**config.mk**
```make
export PLATFORM = sky130hd
export DESIGN_NAME = knn_front
export DESIGN_NICKNAME = d
export VERILOG_FILES = /design/src/rtl/core/knn_pkg.sv /design/src/rtl/core/knn_front.sv
export SDC_FILE = /design/constraint.sdc
export NUM_CORES = 2
export LEC_CHECK = 0
export BUFFER_PORTS_ARGS = -buffer_cell sky130_fd_sc_hd__buf_2
export CORE_MARGIN = 4
export CORE_UTILIZATION = 45
export CTS_CLUSTER_DIAMETER = 30
export DETAILED_ROUTE_END_ITERATION = 12
export MAX_ROUTING_LAYER = met4
export PLACE_DENSITY = 0.57
export REMOVE_ABC_BUFFERS = 1
export SYNTH_ARGS = -nofsm -noshare
export SYNTH_HDL_FRONTEND = slang
export SYNTH_SLANG_ARGS = --single-unit
```
**constraint.sdc**
```tcl
create_clock -name i_clk -period 8.6 [get_ports i_clk]
set_clock_uncertainty 0.2 [all_clocks]
set_input_delay 1.72 -clock i_clk [delete_from_list [all_inputs] [get_ports i_clk]]
set_output_delay 1.72 -clock i_clk [all_outputs]
set_load 0.01 [all_outputs]
```
**src/rtl/core/knn_pkg.sv**
```systemverilog
package knn_pkg;

    localparam int COORD_W     = 16;
    localparam int ID_W        = 16;
    localparam int DIST_W      = 36;
    localparam int CFG_W       = 5;
    localparam int SQ_W        = 32;
    localparam int QUEUE_DEPTH = 4;
    localparam int QPTR_W      = $clog2(QUEUE_DEPTH);
    localparam int QLVL_W      = $clog2(QUEUE_DEPTH + 1);

    localparam logic [CFG_W-1:0] NBR_RESET = CFG_W'(8);

    localparam logic CMD_CENTRE = 1'b0;
    localparam logic CMD_POINT  = 1'b1;

    // one item on its way from the front to the list
    typedef struct packed {
        logic                      cmd;
        logic signed [COORD_W-1:0] x;
        logic signed [COORD_W-1:0] y;
        logic signed [COORD_W-1:0] z;
        logic [ID_W-1:0]           id;
        logic                      last;
        logic [DIST_W-1:0]         dist_sq;
    } t_item;

    typedef struct packed {
        logic  valid;
        t_item item;
    } t_q_head;

endpackage

```
**src/rtl/core/knn_front.sv**
```systemverilog
module knn_front
    import knn_pkg::*;
(
    input  logic                      i_clk,
    input  logic                      i_rst_n,
    input  logic                      i_valid,
    output logic                      o_stall,
    input  logic                      i_command,
    input  logic signed [COORD_W-1:0] i_x_coord,
    input  logic signed [COORD_W-1:0] i_y_coord,
    input  logic signed [COORD_W-1:0] i_z_coord,
    input  logic [ID_W-1:0]           i_point_id,
    input  logic                      i_last_candidate,
    input  logic [QLVL_W-1:0]         i_q_level,
    output logic                      o_push,
    output t_item                     o_push_item
);

    logic signed [COORD_W-1:0] r_cx, r_cy, r_cz;
    logic                      r_a_v, r_b_v;
    t_item                     r_a_item, r_b_item;
    logic signed [COORD_W:0]   r_dx, r_dy, r_dz;
    logic [SQ_W-1:0]           r_sx, r_sy, r_sz;
    logic signed [2*COORD_W+1:0] px, py, pz;
    logic [QLVL_W+1:0]         credit;
    logic                      accept;
    t_item                     in_item;

    // hold off while the queue cannot take every beat already in flight
    assign credit  = (QLVL_W+2)'(i_q_level) + (QLVL_W+2)'(r_a_v) + (QLVL_W+2)'(r_b_v);
    assign o_stall = credit >= (QLVL_W+2)'(QUEUE_DEPTH);
    assign accept  = i_valid && !o_stall;

    always_comb begin
        in_item      = '0;
        in_item.cmd  = i_command;
        in_item.x    = i_x_coord;
        in_item.y    = i_y_coord;
        in_item.z    = i_z_coord;
        in_item.id   = i_point_id;
        in_item.last = i_last_candidate;
    end

    assign px = r_dx * r_dx;
    assign py = r_dy * r_dy;
    assign pz = r_dz * r_dz;

    always_ff @(posedge i_clk) begin
        if (!i_rst_n) begin
            r_a_v <= 1'b0;
            r_b_v <= 1'b0;
            r_cx  <= '0;
            r_cy  <= '0;
            r_cz  <= '0;
        end else begin
            r_a_v <= accept;
            r_b_v <= r_a_v;
            if (accept && i_command == CMD_CENTRE) begin
                r_cx <= i_x_coord;
                r_cy <= i_y_coord;
                r_cz <= i_z_coord;
            end
        end
        r_a_item <= in_item;
        r_dx     <= (COORD_W+1)'(i_x_coord) - (COORD_W+1)'(r_cx);
        r_dy     <= (COORD_W+1)'(i_y_coord) - (COORD_W+1)'(r_cy);
        r_dz     <= (COORD_W+1)'(i_z_coord) - (COORD_W+1)'(r_cz);
        r_b_item <= r_a_item;
        r_sx     <= px[SQ_W-1:0];
        r_sy     <= py[SQ_W-1:0];
        r_sz     <= pz[SQ_W-1:0];
    end

    always_comb begin
        o_push_item         = r_b_item;
        o_push_item.dist_sq = DIST_W'(r_sx) + DIST_W'(r_sy) + DIST_W'(r_sz);
    end
    assign o_push = r_b_v;

endmodule

```
==> out/metrics.yaml <==
min_path:
  hold_depth: 0
  hp-class: "flop to flop"
  hp-start: "r_a_item[53]"
  holdPathEnd: "o_push_item[53]"
floorplan:
  die_area_sq_um: 93300
  core_area_sq_um: 87300
  num_rows: 108
  fp.dieH_um: 305
  die_w_um: 305
  pin_count: 176
  start_util: 0.456
global_routing:
  grt_antenna_before_repair: 5
  grt_max_degree: 51
  grt_pass1_wl_um: 148000
  grt_usage: 0.204
  grt-ovfl-total: 0
  grt_pass1_vias: 28657
setup_path:
  slowest_delay_ns: 0.81
  path_buf_inv: 6
  start_kind: "flop"
  endpoint_kind: "flop"
  reg2regPathDepth: 23
  cp.required_ns: 8.89
  path_cells: "and2_1 -> inv_1 -> fa_1 -> inv_1 -> fa_1 -> inv_1 -> fa_1 -> inv_1 -> fa_1 -> fa_1 -> inv_1 -> fa_1 -> inv_1 -> ha_1 -> a21o_1 -> a21oi_1 -> o21ai_0 -> a41oi_2 -> a21oi_2 -> o31ai_4 -> a41oi_2 -> and4_1 -> or4b_1"
  worst_ep_arrival_time_ns: 7.46
  crit_family: "adder cells"
  reg2reg_setup_slack_ns: 1.43
  r2r_end: "r_sy[31]"
  crit_type: "flop to flop"
  crit_path_top_delay_cell: "dfxtp_1"
  cp_max_fo: 19
  rr_startpoint: "r_dy[4]"
logic_synthesis:
  syn_area_sq_um: 39800
  yosys.area.top_type_share: 0.403
  synth.area.top_cells: "fa_1 40%, dfxtp_1 16%, ha_1 11%, inv_1 10%, nand2_1 3.6%"
  synth_edf_count: 0
  synth_ff_type: "dfxtp_1"
  ys_ff_latch: 326
  async_reset_ff_frac: 0
  syn_area_per_cell_sq_um: 9.67
  ys_warn_count: 0
  synth_common_cells: "1087 x inv_1, 801 x fa_1, 381 x nand2_1"
  yosysUniqueCellTypes: 64
  synth_most_common_cell: "inv_1"
  synth-seq-area-share: 0.164
  synth_top_area_cell: "fa_1"
  synth_cells: 4114
detailed_routing:
  drt-wirelength-per-cell_um: 15.9
  route.detailed.drc: 0
  dr.pass1.iters: 6
  wl_um: 87800
  postRouteAntennaNets: 0
  drtIter0Drc: 1121
  vias_per_cell: 4.79
  vias: 26465
cts:
  cts_setup_buffers: 0
  ctsHoldBuffers: 0
  cts_max_level: 3
  insertion_delay_ns: 0.66
  numCtsBuffers: 76
  clkSinkCount: 326
  cts_max_path_buffers: 3
  clk_pin_slew_ns: 0.05
  post_cts_resized: 0
  tritoncts: "built"
  clock-root-buffer: "clkbuf_16"
sta:
  maxSlewViolCount: 0
  slew_headroom: 0.357
  layout_min_cycle_time_ns: 7.17
  rsz0062_at_grt: "false"
  max_clock_freq_mhz: 140
  fin_tns_setup_ns: 0
  tightest_slew_ns: 0.940
  final_hold_viol_count: 0
  setup_viol_count_final: 0
  finalCritPeriodShare: 0.833
final_layout:
  stdcell_count: 5520
  syn_to_final_growth_pct: 12.4
  nFillCells: 8310
  fin_nets: 5509
  final_area_sq_um: 44800
  drive_above_1_share: 0.0839
place:
  place.gp.congestion: 0.876
  placed_cells: 5376
  port_buffers: 173
  dp_hpwl_um: 73100
  dpl_cell_area_sq_um: 41900
outcome:
  outcome: "finished clean"
job:
  maxCapViolations: 0
registers in the layout (all words and copies together) (netlist names), 16 cells and up:
register,flops
r_dz,17
r_cx,16
r_cz,16
r_sy,31
r_a_item,66
r_dy,17
r_sx,31
r_dx,17
r_cy,16
r_sz,31
o_push_item,66
logic make-up (layout without fill, tap and decap cells):
kind of cell | Yosys count | in the layout | synth area share
compound gates | 405 | 405 | 0.0683
other cells | 1 | 7 | 0.0000942
simple gates | 860 | 860 | 0.102
xor+xnor | 203 | 203 | 0.0447
mux | 4 | 4 | 0.00110
fa+ha+maj | 1138 | 1138 | 0.509
buf+inv | 1177 | 1422 | 0.111
flops | 326 | 326 | 0.164
placed cells by master (no fill, tap or decap), drive strengths merged, types with 13 or more instances in the layout:
master / n
a21boi: 57
a21o: 48
a21oi: 103
a31o: 16
and2: 159
and3: 21
buf: 193
clkbuf: 98
clkinv: 20
dfxtp: 326
fa: 801
ha: 337
inv: 1094
nand2: 381
nand2b: 21
nand3: 23
nor2: 132
nor2b: 50
nor3: 33
o21a: 25
o21ai: 67
o31ai: 13
or2: 13
xnor2: 150
xor2: 53
worst register-to-register path, cell delays in order (launching register included):
cell	delay, ns
dfxtp_1	0.81
and2_1	0.28
inv_1	0.07
fa_1	0.53
inv_1	0.05
fa_1	0.53
inv_1	0.06
fa_1	0.38
inv_1	0.07
fa_1	0.43
fa_1	0.54
inv_1	0.05
fa_1	0.47
inv_1	0.04
ha_1	0.32
a21o_1	0.18
a21oi_1	0.28
o21ai_0	0.16
a41oi_2	0.25
a21oi_2	0.15
o31ai_4	0.28
a41oi_2	0.21
and4_1	0.24
or4b_1	0.51
worst max path at each step:
| stage | startpoint | cells past startpoint | slack, ns | to |
|---|---|---|---|---|
| after CTS | r_dy[4] | 23 | 1.45 | r_sy[31] |
| after floorplan | r_dy[4] | 23 | 2.11 | r_sy[31] |
| after detailed placement | r_dy[4] | 23 | 1.42 | r_sy[31] |
| final | r_dy[4] | 23 | 1.43 | r_sy[31] |
| after global placement | r_dx[4] | 22 | 1.54 | r_sx[31] |
| after global routing | r_dx[4] | 22 | 1.04 | r_sx[31] |
stage by stage:
step	util	hold WS (ns)	worst slack (ns)
floorplan	-	0.110	2.11
global placement	0.480	0.109	1.54
detailed placement	0.480	0.112	1.42
CTS	0.513	0.118	1.45
global route	0.513	0.114	1.04
finish	0.513	0.116	1.43
metal layers:
layer,wire (um),up-vias,global-route usage,share of wire
met5,0,-,-,0
met4,2570,0,0.0589,0.029
met3,3770,138,0.0259,0.043
met2,41000,487,0.321,0.47
met1,40400,13189,0.279,0.46
li1,-,12651,-,-
cell type report:
type / count / area, sq um / area share
Timing Repair Buffer: 193 / 1020 / 0.0227
Tap cell: 1155 / 1450 / 0.0323
Clock buffer: 98 / 2110 / 0.0472
Clock inverter: 44 / 697 / 0.0156
Inverter: 1087 / 4080 / 0.0912
Antenna cell: 2 / 5.00 / 0.000112
Multi-Input combinational cell: 2615 / 28900 / 0.645
Sequential cell: 326 / 6530 / 0.146
Power is left out: the tool's default activity adds up to more than one toggle a clock period on the data nets, which glitch-free logic cannot reach.
