--- src/rtl/core/knn_pkg.sv ---
package knn_pkg;

    localparam int COORD_W     = 16;
    localparam int ID_W        = 16;
    localparam int DIST_W      = 36;
    localparam int CFG_W       = 5;
    localparam int SQ_W        = 32;
    localparam int QUEUE_DEPTH = 4;
    localparam int QPTR_W      = $clog2(QUEUE_DEPTH);
    localparam int QLVL_W      = $clog2(QUEUE_DEPTH + 1);

    localparam logic [CFG_W-1:0] NBR_RESET = CFG_W'(8);

    localparam logic CMD_CENTRE = 1'b0;
    localparam logic CMD_POINT  = 1'b1;

    // one item on its way from the front to the list
    typedef struct packed {
        logic                      cmd;
        logic signed [COORD_W-1:0] x;
        logic signed [COORD_W-1:0] y;
        logic signed [COORD_W-1:0] z;
        logic [ID_W-1:0]           id;
        logic                      last;
        logic [DIST_W-1:0]         dist_sq;
    } t_item;

    typedef struct packed {
        logic  valid;
        t_item item;
    } t_q_head;

endpackage

--- src/rtl/core/knn_queue.sv ---
module knn_queue
    import knn_pkg::*;
(
    input  logic              i_clk,
    input  logic              i_rst_n,
    input  logic              i_push,
    input  t_item             i_push_item,
    input  logic              i_pop,
    output t_q_head           o_head,
    output logic [QLVL_W-1:0] o_level
);

    t_item               r_mem [QUEUE_DEPTH];
    logic [QPTR_W-1:0]   r_wr_ptr, r_rd_ptr;
    logic [QLVL_W-1:0]   r_level;

    always_ff @(posedge i_clk) begin
        if (!i_rst_n) begin
            r_wr_ptr <= '0;
            r_rd_ptr <= '0;
            r_level  <= '0;
        end else begin
            if (i_push) begin
                r_wr_ptr <= r_wr_ptr + 1'b1;
            end
            if (i_pop) begin
                r_rd_ptr <= r_rd_ptr + 1'b1;
            end
            if (i_push && !i_pop) begin
                r_level <= r_level + 1'b1;
            end else if (!i_push && i_pop) begin
                r_level <= r_level - 1'b1;
            end
        end
        if (i_push) begin
            r_mem[r_wr_ptr] <= i_push_item;
        end
    end

    assign o_head.valid = r_level != '0;
    assign o_head.item  = r_mem[r_rd_ptr];
    assign o_level      = r_level;

    a_no_overflow: assert property (@(posedge i_clk) disable iff (!i_rst_n)
        i_push |-> (r_level < QLVL_W'(QUEUE_DEPTH) || i_pop))
        else $error("queue written while full");

    a_no_underflow: assert property (@(posedge i_clk) disable iff (!i_rst_n)
        i_pop |-> r_level != '0)
        else $error("queue read while empty");

endmodule

--- config.mk ---
export PLATFORM = sky130hd
export DESIGN_NAME = knn_queue
export DESIGN_NICKNAME = d
export VERILOG_FILES = /design/src/rtl/core/knn_pkg.sv /design/src/rtl/core/knn_queue.sv
export SDC_FILE = /design/constraint.sdc
export NUM_CORES = 1
export LEC_CHECK = 0
export BUFFER_PORTS_ARGS = -buffer_cell sky130_fd_sc_hd__clkbuf_2
export CORE_MARGIN = 2
export CORE_UTILIZATION = 61
export CTS_CLUSTER_SIZE = 12
export DETAILED_ROUTE_END_ITERATION = 16
export PLACE_DENSITY = 0.93
export SYNTH_ARGS = -nofsm -noshare
export SYNTH_HDL_FRONTEND = slang
export SYNTH_SLANG_ARGS = --single-unit
--- constraint.sdc ---
create_clock -name i_clk -period 5.1 [get_ports i_clk]
set_input_delay 0.255 -clock i_clk [delete_from_list [all_inputs] [get_ports i_clk]]
set_output_delay 0.255 -clock i_clk [all_outputs]
set_load 0.02 [all_outputs]
==> metrics.yaml, run 1 <==
overflow: 0
worstPathArrival_ns: 2.57
clockBufferDepth: 3
maxSlewViolCount: 0
grt_pass1_vias: 7952
dpl_cell_area_sq_mm: 0.0165
final-setup-viol-count: 0
cts-buffers-inserted: 41
cap_violations: 0
synth_nets: 686
top_layer: "met4"
fin_setup_tns_ns: 0
core-area_sq_mm: 0.0243
comb_power_share: 0.117
crit_type: "reg2out"
met3_length_um: 2080
cts_tree: "built"
rows: 57
endpoint_kind: "output pin"
cts_sinks: 417
syn_area_per_cell_sq_um: 26.4
start_kind: "register"
routed_wirelength_um: 31700
drive_above_1_share: 0.396
clkPwrFrac: 0.354
min_period_ns: 2.83
irDropWorstVdd_mv: 0.312
power_switching_uw: 1720
routedWlPerCell_um: 25.1
io_pins: 212
htree_levels: 2
vias_per_cell: 5.83
grt_pass1_wl_um: 48100
syn_to_final_growth_pct: 23.6
min_path_type: "in2reg"
root_buffer: "clkbuf_16"
fin_area_sq_mm: 0.0187
syn_area_sq_mm: 0.0152
fin_worst_skew_ns: 0.0141
drtIter0Drc: 634
fin_nets: 1028
synth_cells: 574
yosysWarnings: 0
crit_path_max_fanout: 92
ys_seq_elements: 417
cts_setup_buffers: 0
max_slew.worst_pin.slew_ns: 1.08
drc: 0
relSlewSlack: 0.281
fin_crit_sh: 0.554
mostFrequentLayoutCell: "edfxtp_1"
grt_max_degree: 93
sequentialPowerShare: 0.529
rsz0062_at_grt: "false"
path_clk_slew_ns: 0.06
dr.pass1.iters: 5
route.met2.wl_um: 17100
die_w_um: 162
clk_latency_ns: 0.52
p_per_area_mw_per_mm2: 404
die_h_um: 162
ys_seq_area_frac: 0.821
start_util: 0.623
p_int_uw: 5850
antenna_found_initial: 1
final_cell_mix: "edfxtp_1, clkbuf_2, mux4_2, dlygate4sd3_1, clkbuf_16"
hold_violations: 0
hpwl_um: 17200
place_ws_ns: 2.62
critPathRequiredTime_ns: 4.85
ant_nets: 0
place.gp.congestion: 0.720
via_count: 7357
timing.fmax_mhz: 354
layout_setup_ws_ns: 2.27
dieArea_sq_mm: 0.0261
met1_length_um: 11700
p_leak_uw: 0.00642
port_buffers: 211
synth_cell_types: 18
switching_share: 0.227
track_usage: 0.250
status: "complete, no violations"
## routing by layer
layer,vias up,GRT usage
li1,3154,-
met1,3810,0.325
met2,338,0.439
met3,55,0.0470
met4,0,0.0706
met5,-,0
## layout make-up
| cell class | instances | area (sq um) |
|---|---|---|
| clock buffer | 61 | 1140 |
| multi-input combinational | 131 | 2550 |
| clock inverter | 2 | 12.5 |
| antenna | 1 | 2.50 |
| timing repair buffer | 321 | 2150 |
| tap | 324 | 405 |
| inverter | 4 | 15.0 |
| sequential | 417 | 12400 |
| fill | 1178 | 5600 |
## registers in the layout, summed over array words and instances, names as in the netlist, named ones only
register  count
r_mem       408
o_level       3
r_rd_ptr      2
r_wr_ptr      2
## Yosys cell counts (all sizes together)
cell / count / area share
or3: 2 / 0.00083
mux4: 102 / 0.15
nand2: 1 / 0.00025
xnor2: 2 / 0.0012
ha: 5 / 0.0041
xor2: 3 / 0.0017
nor2b: 2 / 0.00083
fa: 1 / 0.0013
dfxtp: 9 / 0.012
a21boi: 1 / 0.00050
and2: 9 / 0.0037
edfxtp: 408 / 0.81
inv: 4 / 0.00099
buf: 19 / 0.010
clkbuf: 3 / 0.00074
mux2i: 2 / 0.0013
o21ai: 1 / 0.00033
## stage by stage
step / util / hold WS, ns / instances / power (uW)
final: 0.770 / 0.0634 / 1261 / 7560
after CTS: 0.770 / 0.0244 / 1260 / 7580
after global routing: 0.770 / 0.0630 / 1260 / 7790
after global placement: 0.680 / 0.471 / 1095 / 4840
after detailed placement: 0.680 / 0.477 / 1095 / 4880
after floorplan: - / 0.354 / 574 / 4590
## cell families after synthesis
family,Yosys count,share of synthesized area
flip-flops,417,0.821
multiplexers,104,0.153
buffers and inverters,26,0.0117
AND/OR/NAND/NOR,14,0.00561
adder cells (fa/ha/maj),6,0.00545
XOR/XNOR,5,0.00289
AO/OA/AOI/OAI,2,0.000826
## final timing paths
check | depth (start not counted) | slack, ns | end | start
worst max-delay path | 3 | 2.27 | o_head[65] | register
worst min-delay path | 2 | 0.06 | r_wr_ptr[0]$_SDFFE_PN0P_ | i_rst_n
worst max register to register | 4 | 2.68 | r_mem[0][50]$_DFFE_PP_ | r_wr_ptr[0]$_SDFFE_PN0P_
worst min register to register | 2 | 0.52 | o_level[2]$_SDFFE_PN0P_ | o_level[2]$_SDFFE_PN0P_
## critical path, stage by stage (launching register included)
cell      delay, ns
dfxtp_4        0.50
buf_12         0.55
mux4_2         0.64
clkbuf_2       0.18
## repair_timing
| item | in CTS | in global routing |
|---|---|---|
| gates resized for setup | 0 | 0 |
| hold buffers | 102 | 0 |
| hold endpoints to repair | 408 | 0 |
## power groups by stage
stage / Combinational (uW) / Clock [uW] / Sequential [uW]
after global placement: 791 / 0 / 4040
final: 886 / 2680 / 4000
after CTS: 886 / 2700 / 4000
after floorplan: 533 / 0 / 4050
after global routing: 940 / 2840 / 4010
after detailed placement: 814 / 0 / 4060
(Power assumes the default switching activity.)
==> inputs of run 2 (changes only) <==
- CORE_UTILIZATION: 61 -> 57
- PLACE_DENSITY: 0.93 -> 0.88
- clock period: 5.1 -> 2.6 ns (I/O delays scaled with it)
==> run 2 against run 1 <==
Sequential power grew 96%. Power up 100%. Die area grew 6.8%. Non-clock buffer count is 10 higher. Global-route usage is 2.1 points lower. Via count is 1.3% higher. Largest power group unchanged. Wire length increased by 0.24%. Clock power rose by 110%. First-iteration DRC count grew 28%.
==> metrics.yaml, run 2 (same netlist as run 1, synthesis figures left out) <==
status: "complete, no violations"
overflow: 0  # unchanged
final_cell_mix: "edfxtp_1, clkbuf_2, dlygate4sd3_1"
num-fill-cells: 1367  # +16%
p_leak_uw: 0.00656  # +2.1%
root_buffer: "clkbuf_16"
fin_setup_tns_ns: 0  # unchanged
place.gp.congestion: 0.727  # +1.1%
start_util: 0.581  # -0.0416
track_usage: 0.229  # -0.0211
drive_above_1_share: 0.404  # +0.00740
cpMaxStageDelayCell: "mux4_2"
die_h_um: 167  # +3.4%
vias_per_cell: 5.76  # -1.2%
rsz0062_at_grt: "false"
holdWs_ns: 0.109  # +0.0452 ns
cts_tree: "built"
critPathRequiredTime_ns: 2.47  # -2.38 ns
dpl_cell_area_sq_mm: 0.0167  # +1.1%
final-setup-viol-count: 0  # unchanged
grt_pass1_wl_um: 48000  # -0.14%
worstPathArrival_ns: 2.14  # -0.43 ns
fin_worst_skew_ns: 0.0190  # +0.00485 ns
rr_worst_depth: 4  # unchanged
grt_pass1_vias: 8176  # +2.8%
maxSlewViolCount: 0  # unchanged
via_count: 7452  # +1.3%
largest_reg_flops: 408  # unchanged
drc: 0  # unchanged
routed_wirelength_um: 31700  # +0.24%
fin_nets: 1040  # +1.2%
dieArea_sq_mm: 0.0279  # +6.8%
core-area_sq_mm: 0.0261  # +7.2%
irDropWorstVdd_mv: 0.877  # +180%
relSlewSlack: 0.621  # +0.340
ant_nets: 0  # unchanged
r2r_end: "r_mem[2][10]$_DFFE_PP_"
endpoint: "o_head[62]"
cts-buffers-inserted: 43  # +4.9%
max_slew.worst_pin.slew_ns: 0.568  # -0.511 ns
rows: 59  # +3.5%
hpwl_um: 16800  # -2.3%
die_w_um: 167  # +3.4%
syn_to_final_growth_pct: 25.7
min_path_type: "in2reg"
mostFrequentLayoutCell: "edfxtp_1"
clockBufferDepth: 3  # unchanged
io_pins: 212  # unchanged
crit_type: "reg2out"
regToRegSetupSlack_ns: 0.81  # -1.87 ns
timing.fmax_mhz: 440
fin_area_sq_mm: 0.0190  # +1.7%
cap_violations: 0  # unchanged
timing.rr.start: "r_wr_ptr[0]$_SDFFE_PN0P_"
slowest_delay_ns: 0.60  # -0.04 ns
fin_crit_sh: 0.874
routedWlPerCell_um: 24.6  # -2.2%
antenna_found_initial: 1  # unchanged
largest_register: "r_mem"
hold_violations: 0  # unchanged
drtIter0Drc: 809  # +28%
crit_chain: "buf_4, mux4_2, clkbuf_2"
start_kind: "register"
port_buffers: 211  # unchanged
crit_path_max_fanout: 30  # -67%
min_period_ns: 2.27
p_per_area_mw_per_mm2: 800  # +98%
cts_sinks: 417  # unchanged
grt_max_degree: 56  # -40%
path_clk_slew_ns: 0.06  # about the same
htree_levels: 2  # unchanged
clk_latency_ns: 0.52  # about the same
dr.pass1.iters: 5  # unchanged
endpoint_kind: "output pin"
[run 2: metal layers]
| metal | GRT usage | wire length [um] | vias up |
|---|---|---|---|
| met1 | 0.293 | 12100 | 3849 |
| met5 | 0 | 0 | - |
| met2 | 0.403 | 16700 | 355 |
| li1 | - | - | 3187 |
| met4 | 0.0547 | 645 | 0 |
| met3 | 0.0513 | 2310 | 61 |
[run 2: final cells by class]
class,instances,area [sq um],share of cell area
flip-flops and latches,417,12400,0.653
diodes,2,5.00,0.000263
clock inverters,9,87.6,0.00460
clock buffers,64,1180,0.0622
repair buffers,331,2340,0.123
inverters,4,15.0,0.000788
multi-input cells,131,2550,0.134
well taps,335,419,0.0220
[run 2: critical path, delay by kind of cell (launching register included)]
kind / cells / cell delay [ns]
buffers and inverters: 2 / 0.65
multiplexers: 1 / 0.60
flip-flops: 1 / 0.36
[run 2: worst min path at each step]
| stage | start | end | slack (ns) | cells after the start |
|---|---|---|---|---|
| after floorplan | i_push_item[0] | r_mem[0][0]$_DFFE_PP_ | 0.23 | 0 |
| after global placement | i_push_item[57] | r_mem[2][57]$_DFFE_PP_ | 0.35 | 1 |
| after detailed placement | i_push_item[94] | r_mem[0][94]$_DFFE_PP_ | 0.35 | 1 |
| after CTS | i_push | r_wr_ptr[0]$_SDFFE_PN0P_ | 0.08 | 3 |
| after global routing | i_push | r_wr_ptr[1]$_SDFFE_PN0P_ | 0.13 | 3 |
| final | i_push | r_wr_ptr[0]$_SDFFE_PN0P_ | 0.11 | 3 |
[run 2: through the flow]
stage / worst slack (ns) / instances / total power, uW / util
2_1_floorplan: 0.360 / 574 / 8980 / -
3_3_place_gp: 0.838 / 1114 / 9540 / 0.642
3_5_place_dp: 0.817 / 1114 / 9590 / 0.642
4_1_cts: 0.254 / 1291 / 15300 / 0.731
5_1_grt: 0.201 / 1293 / 15700 / 0.731
6_report: 0.328 / 1293 / 15200 / 0.731
[run 2: what timing repair did]
action,in CTS,in global routing
setup endpoints to repair,0,0
hold endpoints to repair,417,0
hold buffers,104,0
gates resized for setup,0,0
setup buffers,0,0
[run 2: report_power, final]
part           switching, uW  total, uW  internal [uW]
logic                   1020       1780            762
registers                112       7840           7720
clock network           2360       5610           3250
total                   3500      15200          11700
==> inputs of run 3 (changes only) <==
- CORE_UTILIZATION: 57 -> 39
- PLACE_DENSITY: 0.88 -> 0.67
==> run 3 against run 2 <==
Sequential share of layout area decreased by 0.80 points. Final area grew 1.2%. Sequential power hardly changed. Clock power hardly changed. Worst setup slack better by 0.026 ns. Global-route usage down 7.9 points. Die area is 45% higher. Highest routed layer is now met5. Maximum frequency is 1.2% higher. Final cell count increased by 14%. Clock skew fell by 0.0024 ns. Critical endpoint is now o_head[58]. Non-clock buffer count decreased by 3.
==> metrics.yaml, run 3 (same netlist as run 1, synthesis figures left out) <==
drive_above_1_share: 0.400  # -0.00356
via_count: 7128  # -4.3%
htree_levels: 2  # unchanged
relSlewSlack: 0.679  # +0.0582
worstPathArrival_ns: 2.12  # -0.02 ns
antenna_found_initial: 5  # +4
min_period_ns: 2.25  # -0.0263 ns
p_int_uw: 11800  # +0.24%
route.met2.wl_um: 14900  # -11%
rows: 72  # +22%
regToRegSetupSlack_ns: 1.00  # +0.19 ns
fin_nets: 1037  # -0.29%
largest_reg_flops: 408  # unchanged
crit_cells: 3  # unchanged
start_kind: "register"
overflow: 0  # unchanged
fin_crit_sh: 0.864  # -0.0101
final_cell_mix: "edfxtp_1, clkbuf_2, dlygate4sd3_1"
critPathRequiredTime_ns: 2.47  # about the same
crit_chain: "buf_12, mux4_2, clkbuf_2"
io_pins: 212  # unchanged
ff_latch_area_sq_mm: 0.0124  # unchanged
die_h_um: 201  # +20%
sequentialPowerShare: 0.515  # about the same
dr.pass1.iters: 7  # +2
clockBufferDepth: 3  # unchanged
fin_setup_tns_ns: 0  # unchanged
largest_register: "r_mem"
drtIter0Drc: 399  # -51%
die_w_um: 201  # +20%
syn_to_final_growth_pct: 27.3
comb_power_share: 0.116  # about the same
clkPwrFrac: 0.370  # about the same
switching_share: 0.225  # -0.00497
cts_sinks: 417  # unchanged
cts-buffers-inserted: 43  # unchanged
mostFrequentLayoutCell: "edfxtp_1"
power_switching_uw: 3410  # -2.6%
place.gp.congestion: 0.671  # -7.7%
endpoint: "o_head[58]"
hpwl_um: 16700  # -0.20%
top_layer: "met5"
maxSlewViolCount: 0  # unchanged
multi_input_area_sq_mm: 0.00255  # unchanged
max_slew.worst_pin.slew_ns: 0.481  # -0.0873 ns
routed_wirelength_um: 29500  # -7.0%
p_leak_uw: 0.00655  # -0.22%
r2r_end: "r_mem[2][45]$_DFFE_PP_"
fin_worst_skew_ns: 0.0166  # -0.00240 ns
status: "complete, no violations"
endpoint_kind: "output pin"
routedWlPerCell_um: 20.0  # -18%
min_path_type: "in2reg"
drc: 0  # unchanged
cpMaxStageDelayCell: "mux4_2"
rr_worst_depth: 4  # unchanged
ant_nets: 0  # unchanged
cts_tree: "built"
power_uw: 15200  # -0.40%
hold_violations: 0  # unchanged
dieArea_sq_mm: 0.0404  # +45%
irDropWorstVdd_mv: 0.621  # -29%
root_buffer: "clkbuf_16"
timing.rr.start: "r_wr_ptr[0]$_SDFFE_PN0P_"
cpLargestDelayFamily: "multiplexers"
clk_latency_ns: 0.55  # +0.03 ns
crit_type: "reg2out"
met3_length_um: 1820  # -21%
final-setup-viol-count: 0  # unchanged
num-fill-cells: 3066  # +120%
grt_pass1_vias: 7983  # -2.4%
post_cts_resized: 0  # unchanged
vias_per_cell: 4.84  # -16%
p_per_area_mw_per_mm2: 787  # -1.6%
track_usage: 0.150  # -0.0786
core-area_sq_mm: 0.0385  # +48%
path_buf_inv: 2  # unchanged
start_util: 0.394  # -0.188
port_buffers: 211  # unchanged
met1_length_um: 12300  # +1.6%
rsz0062_at_grt: "false"
grt_pass1_wl_um: 45700  # -4.8%
cap_violations: 0  # unchanged
slowest_delay_ns: 0.59  # about the same
grt_max_degree: 62  # +11%
path_clk_slew_ns: 0.06  # about the same
timing.fmax_mhz: 445  # +1.2%
crit_path_max_fanout: 54  # +80%
## run 3: cell count changes in the layout (fill, tap and decap cells not counted), sizes merged
| cell | delta |
|---|---|
| inv | -3 |
| diode | +2 |
| clkinv | +1 |
| buf | -4 |
| clkinvlp | +1 |
| dlygate4sd3 | +1 |
## run 3: metal layers
layer  global-route usage  up-vias
met5                    0        -
met4               0.0405        2
met3               0.0468       37
met2                0.255      180
met1                0.187     3729
li1                     -     3180
## run 3: stage by stage
stage	worst slack, ns	std cells	cell area (sq um)	hold slack (ns)	utilization
global route	0.209	1472	19300	0.315	0.501
floorplan	0.360	574	15200	0.229	-
global placement	0.888	1293	17000	0.345	0.441
CTS	0.249	1470	19300	0.298	0.501
detailed placement	0.860	1293	17000	0.350	0.441
finish	0.355	1474	19300	0.342	0.501
## run 3: layout make-up
type,count,area share
antenna,4,0.000519
clock buffer,64,0.0626
clock inverter,8,0.00324
inverter,4,0.000779
multi-input combinational,131,0.132
sequential,417,0.645
tap,518,0.0336
timing repair buffer,328,0.122
## run 3: worst reg2reg max path, cell delays in order (launching register included)
cell and delay, ns:
dfxtp_1 0.34, inv_1 0.09, ha_1 0.14, and2_4 0.29, buf_12 0.33
## run 3: power by group through the flow
stage / clock network [uW] / registers [uW] / logic, uW
final: 5610 / 7810 / 1750
after global routing: 6040 / 7830 / 1890
after CTS: 5780 / 7810 / 1800
after detailed placement: 0 / 7950 / 1660
after global placement: 0 / 7930 / 1650
after floorplan: 0 / 7940 / 1050
## run 3: how the worst min path moves through the flow
stage               startpoint                      to  slack, ns  cells past startpoint
3_5_place_dp   i_push_item[75]  r_mem[2][75]$_DFFE_PP_       0.35                      1
4_1_cts         i_push_item[9]   r_mem[0][9]$_DFFE_PP_       0.30                      2
3_3_place_gp    i_push_item[2]   r_mem[1][2]$_DFFE_PP_       0.35                      1
6_report       i_push_item[95]  r_mem[3][95]$_DFFE_PP_       0.34                      2
2_1_floorplan   i_push_item[0]   r_mem[0][0]$_DFFE_PP_       0.23                      0
5_1_grt        i_push_item[75]  r_mem[2][75]$_DFFE_PP_       0.32                      2
## run 3: repair_timing
action | CTS | global route
hold endpoints to repair | 417 | 0
setup buffers | 0 | 0
hold buffers | 105 | 0
